==> config.mk <==
export PLATFORM = sky130hd
export DESIGN_NAME = rhdc_ctrl
export DESIGN_NICKNAME = d
export VERILOG_FILES = /design/src/design/rhdc_pkg.sv /design/src/design/rhdc_ctrl.sv
export SDC_FILE = /design/constraint.sdc
export NUM_CORES = 1
export LEC_CHECK = 0
export ABC_AREA = 1
export ABC_CLOCK_PERIOD_IN_PS = 2900
export BUFFER_PORTS_ARGS = -buffer_cell sky130_fd_sc_hd__buf_2
export CORE_AREA = 5 5 42 44
export CTS_CLUSTER_SIZE = 12
export DETAILED_ROUTE_END_ITERATION = 12
export DIE_AREA = 0 0 47 49
export PLACE_DENSITY_LB_ADDON = 0.15
export SYNTH_ARGS = -nofsm -noshare
export SYNTH_HDL_FRONTEND = slang
export SYNTH_SLANG_ARGS = --single-unit
==> constraint.sdc <==
create_clock -name clk -period 2.9 [get_ports clk]
set_clock_uncertainty 0.15 [all_clocks]
set_input_delay 0.435 -clock clk [delete_from_list [all_inputs] [get_ports clk]]
set_output_delay 0.435 -clock clk [all_outputs]
set_load 0.05 [all_outputs]
==> src/design/rhdc_pkg.sv <==
// Shared types and constants of the range Hamming-distance counter.
// Used by the controller, the datapath and the top level; depends on nothing.
package rhdc_pkg;

  localparam int DIST_W         = 6;
  localparam int COUNT_W        = 62;
  localparam int OUT_TDATA_W    = 64;
  localparam int VALUE_BITS_DEF = 61;

  typedef struct packed {
    logic fill_rd;
    logic fill_wr;
    logic load;
    logic start_lo;
    logic step;
    logic walk_end;
    logic emit;
  } cmd_t;

  typedef struct packed {
    logic fill_done;
    logic empty;
    logic lo_zero;
    logic idx_zero;
    logic out_free;
  } sts_t;

endpackage

==> src/design/rhdc_ctrl.sv <==
// Controller state machine of the range Hamming-distance counter.
// Depends on rhdc_pkg for the command and status structs.
module rhdc_ctrl
  import rhdc_pkg::*;
(
  input  logic clk,
  input  logic rst,
  input  logic s_valid,
  output logic s_ready,
  input  sts_t sts,
  output cmd_t cmd
);

  localparam logic [3:0] S_FILL_RD  = 4'd0;
  localparam logic [3:0] S_FILL_WR  = 4'd1;
  localparam logic [3:0] S_IDLE     = 4'd2;
  localparam logic [3:0] S_CHECK    = 4'd3;
  localparam logic [3:0] S_WALK_HI  = 4'd4;
  localparam logic [3:0] S_END_HI   = 4'd5;
  localparam logic [3:0] S_START_LO = 4'd6;
  localparam logic [3:0] S_WALK_LO  = 4'd7;
  localparam logic [3:0] S_END_LO   = 4'd8;
  localparam logic [3:0] S_DRAIN    = 4'd9;
  localparam logic [3:0] S_OUT      = 4'd10;

  logic [3:0] state;
  logic [3:0] state_next;

  assign s_ready = (state == S_IDLE);

  always_comb begin
    state_next = state;
    cmd        = '0;
    unique case (state)
      S_FILL_RD: begin
        cmd.fill_rd = 1'b1;
        state_next  = S_FILL_WR;
      end
      S_FILL_WR: begin
        cmd.fill_wr = 1'b1;
        state_next  = sts.fill_done ? S_IDLE : S_FILL_RD;
      end
      S_IDLE: begin
        if (s_valid) begin
          cmd.load   = 1'b1;
          state_next = S_CHECK;
        end
      end
      S_CHECK: begin
        state_next = sts.empty ? S_OUT : S_WALK_HI;
      end
      S_WALK_HI: begin
        cmd.step = 1'b1;
        if (sts.idx_zero) begin
          state_next = S_END_HI;
        end
      end
      S_END_HI: begin
        cmd.walk_end = 1'b1;
        state_next   = sts.lo_zero ? S_DRAIN : S_START_LO;
      end
      S_START_LO: begin
        cmd.start_lo = 1'b1;
        state_next   = S_WALK_LO;
      end
      S_WALK_LO: begin
        cmd.step = 1'b1;
        if (sts.idx_zero) begin
          state_next = S_END_LO;
        end
      end
      S_END_LO: begin
        cmd.walk_end = 1'b1;
        state_next   = S_DRAIN;
      end
      S_DRAIN: begin
        state_next = S_OUT;
      end
      S_OUT: begin
        if (sts.out_free) begin
          cmd.emit   = 1'b1;
          state_next = S_IDLE;
        end
      end
      default: begin
        state_next = S_IDLE;
      end
    endcase
  end

  always_ff @(posedge clk) begin
    if (rst) begin
      state <= S_FILL_RD;
    end else begin
      state <= state_next;
    end
  end

endmodule

==> results summary <==
The flow ran to the end, and the final reports show no timing, DRC or antenna violations. In this run the mean area of a mapped cell was 5.557 um2. The share of layout cells above drive strength 1 came out at 32.56%. The effective utilization at floorplan came out at 26.96%. The violation count after the first detailed-route iteration is 7. The setup fix buffers added after clock tree synthesis is 0. Signal routing reaches up to met3. Summed over all nets, the switching power comes to 0.0002943 W. The cell-internal power came out at 0.0002065 W. The register with the most flip-flops is state. The number of clock sinks came out at 4. The number of global-route vias before repair was 432. TritonCTS built the clock tree. The summed instance area of the synthesized netlist is 377.9 um2. STA classifies the critical path startpoint as a flip-flop. The kind of cell with the highest combined delay along the critical path is buffers and inverters. The part of the total power dissipated in the clock network came out at 13.4%. Global routing used 10.34% of the available tracks across all layers.

After detailed routing, the met3 layer carries 60 um of wire. The synthesized instance count came out at 68. In this run the horizontal extent of the chip is 47 um. The post-synthesis to final-layout area growth is 31.13%. Cells fill 35.36% of the core in the end. In this run the worst hold path is classified as in2reg. CTS placed an instance of sky130_fd_sc_hd__clkbuf_4 at the clock tree root. The count of cell types in the netlist is 17. The number of maximum-capacitance violations is 0. The DRC violation count after routing is 0. The register area is 80.08 um2. Input and output buffers added on the ports amount to 15. The remaining antenna violation count came out at 0. The routed layout has 470 vias. The net count of the finished layout is 96. Derived from the worst setup path, the maximum achievable clock frequency is 0.5071 GHz. The largest registers in the layout are state (4). The number of diodes came out at 0.

The routability congestion estimate from global placement is 0.7453. The instance count on the critical path is 5. Counting flops and latches in the post-synthesis netlist gives 4. The worst-case headroom to the max-slew limit is 83.96%. The vertical die dimension is 49 um. The estimated wirelength of the detail-placed design is 871.8 um. The source-to-sink clock delay at the later pin of the worst-skew pair came out at 0.23 ns.

The delay of the slowest cell on the worst path came out at 0.38 ns. On the critical path, the stage with the largest delay is an instance of sky130_fd_sc_hd__dfxtp_1. The overflow left after global routing is 0. In this run switching power makes up 58.76% of total power.

For this block, the routed nets add up to 1.031 mm of wire. The number of pins exceeding their max-slew limit in the final report is 0. Of the synthesized area, sequential elements account for 21.19%. At the worst endpoint, the arrival time is 1.39 ns. Setup repair after global routing left no endpoint under its margin. The global-route wire length before repair is 1.738 mm. The worst vdd rail ir drop came out at 0.3419 mV.

The post-route met1 wirelength is 490 um. The floorplan step defined a core boundary enclosing 1401 um2. The layout has 171 filler cells. The setup TNS came out at 0 ns.

The floorplan step defined a die boundary enclosing 2303 um2. The post-synthesis net count is 76. The kind of capture point of the worst setup path is an output pin. The total power divided by cell area is 1011 nW/um2. The final critical-path required period came out at 1.972 ns. The detail-routed via count per cell came out at 4.608. The total count of hold-check failures in the final report came out at 0. The number of detailed-route iterations in the first pass came out at 4. The total number of H-tree levels came out at 1. At the worst endpoint, the required time is 2.32 ns.

The total number of placement rows came out at 14. The worst-path maximum fanout is 5. The clock edge transition at the registers on the reported setup and hold paths came out at 0.04 ns. The leakage power total came out at 0.2654 nW. Counting both buffers and inverters, the worst setup path holds a total of 3. The share of total power dissipated in combinational logic is 67.2%. The worst reg2reg path depth is 7. 16 I/O pins were placed.

The warning count from the yosys run is 0. The number of buffers added to fix hold violations after cts is 0. For the pin with the worst max-slew slack, the measured transition is 0.2403 ns. Traced cell by cell, the critical path runs through inv_1 -> nor2_2 -> inv_1 -> nor3_1 -> buf_2. The final clock period utilization by the worst path came out at 68.00%. The number of flip-flops in the largest register is 4. The met2 layer wire length in the routed design is 480 um. The register share of total power came out at 19.4%. The total CTS buffers came out at 3. The worst hold path stage count came out at 2. The number of antenna violations at the first check in global routing came out at 0.

The critical path is of the reg2out type. The pin count of the biggest net entering global routing came out at 6. The area of combinational cells with multiple inputs is 256.5 um2. The final routed wire length divided by cell count is 10.11 um. After clock tree synthesis, the repair step resized 0 gates. In this run the deepest clock path goes through 2 buffers. The final setup violation count is 0. By instance count, the cell type seen most on the critical path is sky130_fd_sc_hd__inv_1.
-- power groups by stage --
stage,Sequential [W],Combinational [W],Clock [W]
2_1_floorplan,0.0000930,0.000272,0
3_3_place_gp,0.0000970,0.000341,0
3_5_place_dp,0.0000979,0.000339,0
4_1_cts,0.0000968,0.000340,0.0000717
5_1_grt,0.000102,0.000376,0.0000748
6_report,0.0000972,0.000336,0.0000672
-- synth_stat cells, drive strengths merged --
library cell / number / share of area [%]
nand2: 16 / 18
nor2: 16 / 19
inv: 11 / 11
nand3: 9 / 12
a21oi: 4 / 5.3
dfxtp: 4 / 21
nor3: 2 / 2.6
o21ai: 2 / 3.6
nand3b: 1 / 2.0
nand4: 1 / 1.7
o21bai: 1 / 2.0
o22ai: 1 / 1.7
-- placed cells by master (no fill, tap or decap), drive strengths merged --
| cell type | synthesis | layout |
|---|---|---|
| nand3 | 9 | 9 |
| dfxtp | 4 | 4 |
| nor3 | 2 | 2 |
| clkbuf | 0 | 3 |
| a21oi | 4 | 4 |
| o22ai | 1 | 1 |
| buf | 0 | 15 |
| nand2 | 16 | 16 |
| o21bai | 1 | 1 |
| nand3b | 1 | 1 |
| nand4 | 1 | 1 |
| o21ai | 2 | 2 |
| nor2 | 16 | 16 |
| inv | 11 | 11 |
-- cell families (layout without fill, tap and decap cells) --
logic type	after synthesis	count (layout)	synth area share, %
buffers and inverters	11	29	10.93
and+or+nand+nor	45	45	55.30
AOI/OAI and AO/OA	8	8	12.58
DFF	4	4	21.19
-- layer usage --
| metal | up-vias | global-route usage, % |
|---|---|---|
| li1 | 255 | - |
| met1 | 202 | 14.04 |
| met2 | 13 | 14.71 |
| met3 | 0 | 1.107 |
| met4 | 0 | 6.912 |
| met5 | - | 0 |
-- path summary, 6_finish.rpt --
path | startpoint | end | slack (ns)
hold reg to reg | state[2]$_SDFFE_PP0P_ | state[3]$_SDFFE_PP0P_ | 0.51
setup / recovery | state[1]$_SDFFE_PP0P_ | cmd[0] | 0.93
hold / removal | rst | state[0]$_SDFFE_PP0P_ | 0.25
setup reg to reg | state[3]$_SDFFE_PP0P_ | state[1]$_SDFFE_PP0P_ | 1.58
-- area by class of cell --
| class | instances | area share [%] |
|---|---|---|
| Timing Repair Buffer | 15 | 15.15 |
| Tap cell | 16 | 4.040 |
| Clock buffer | 3 | 4.545 |
| Sequential cell | 4 | 16.16 |
| Multi-Input combinational cell | 53 | 51.77 |
| Inverter | 11 | 8.333 |
-- stage by stage --
stage / instances / cell area [um2] / hold slack, ns / worst slack, ns / total power (W)
4_1_cts: 102 / 495.5 / 0.2474 / 0.9226 / 0.0005085
6_report: 102 / 495.5 / 0.2542 / 0.9279 / 0.0005008
3_3_place_gp: 99 / 473.0 / 0.4990 / 1.217 / 0.0004379
2_1_floorplan: 68 / 377.9 / 0.3541 / 0.6017 / 0.0003654
5_1_grt: 102 / 495.5 / 0.2620 / 0.7652 / 0.0005525
3_5_place_dp: 99 / 473.0 / 0.4965 / 1.175 / 0.0004372
Note: power is estimated with default switching activity, not from simulation.
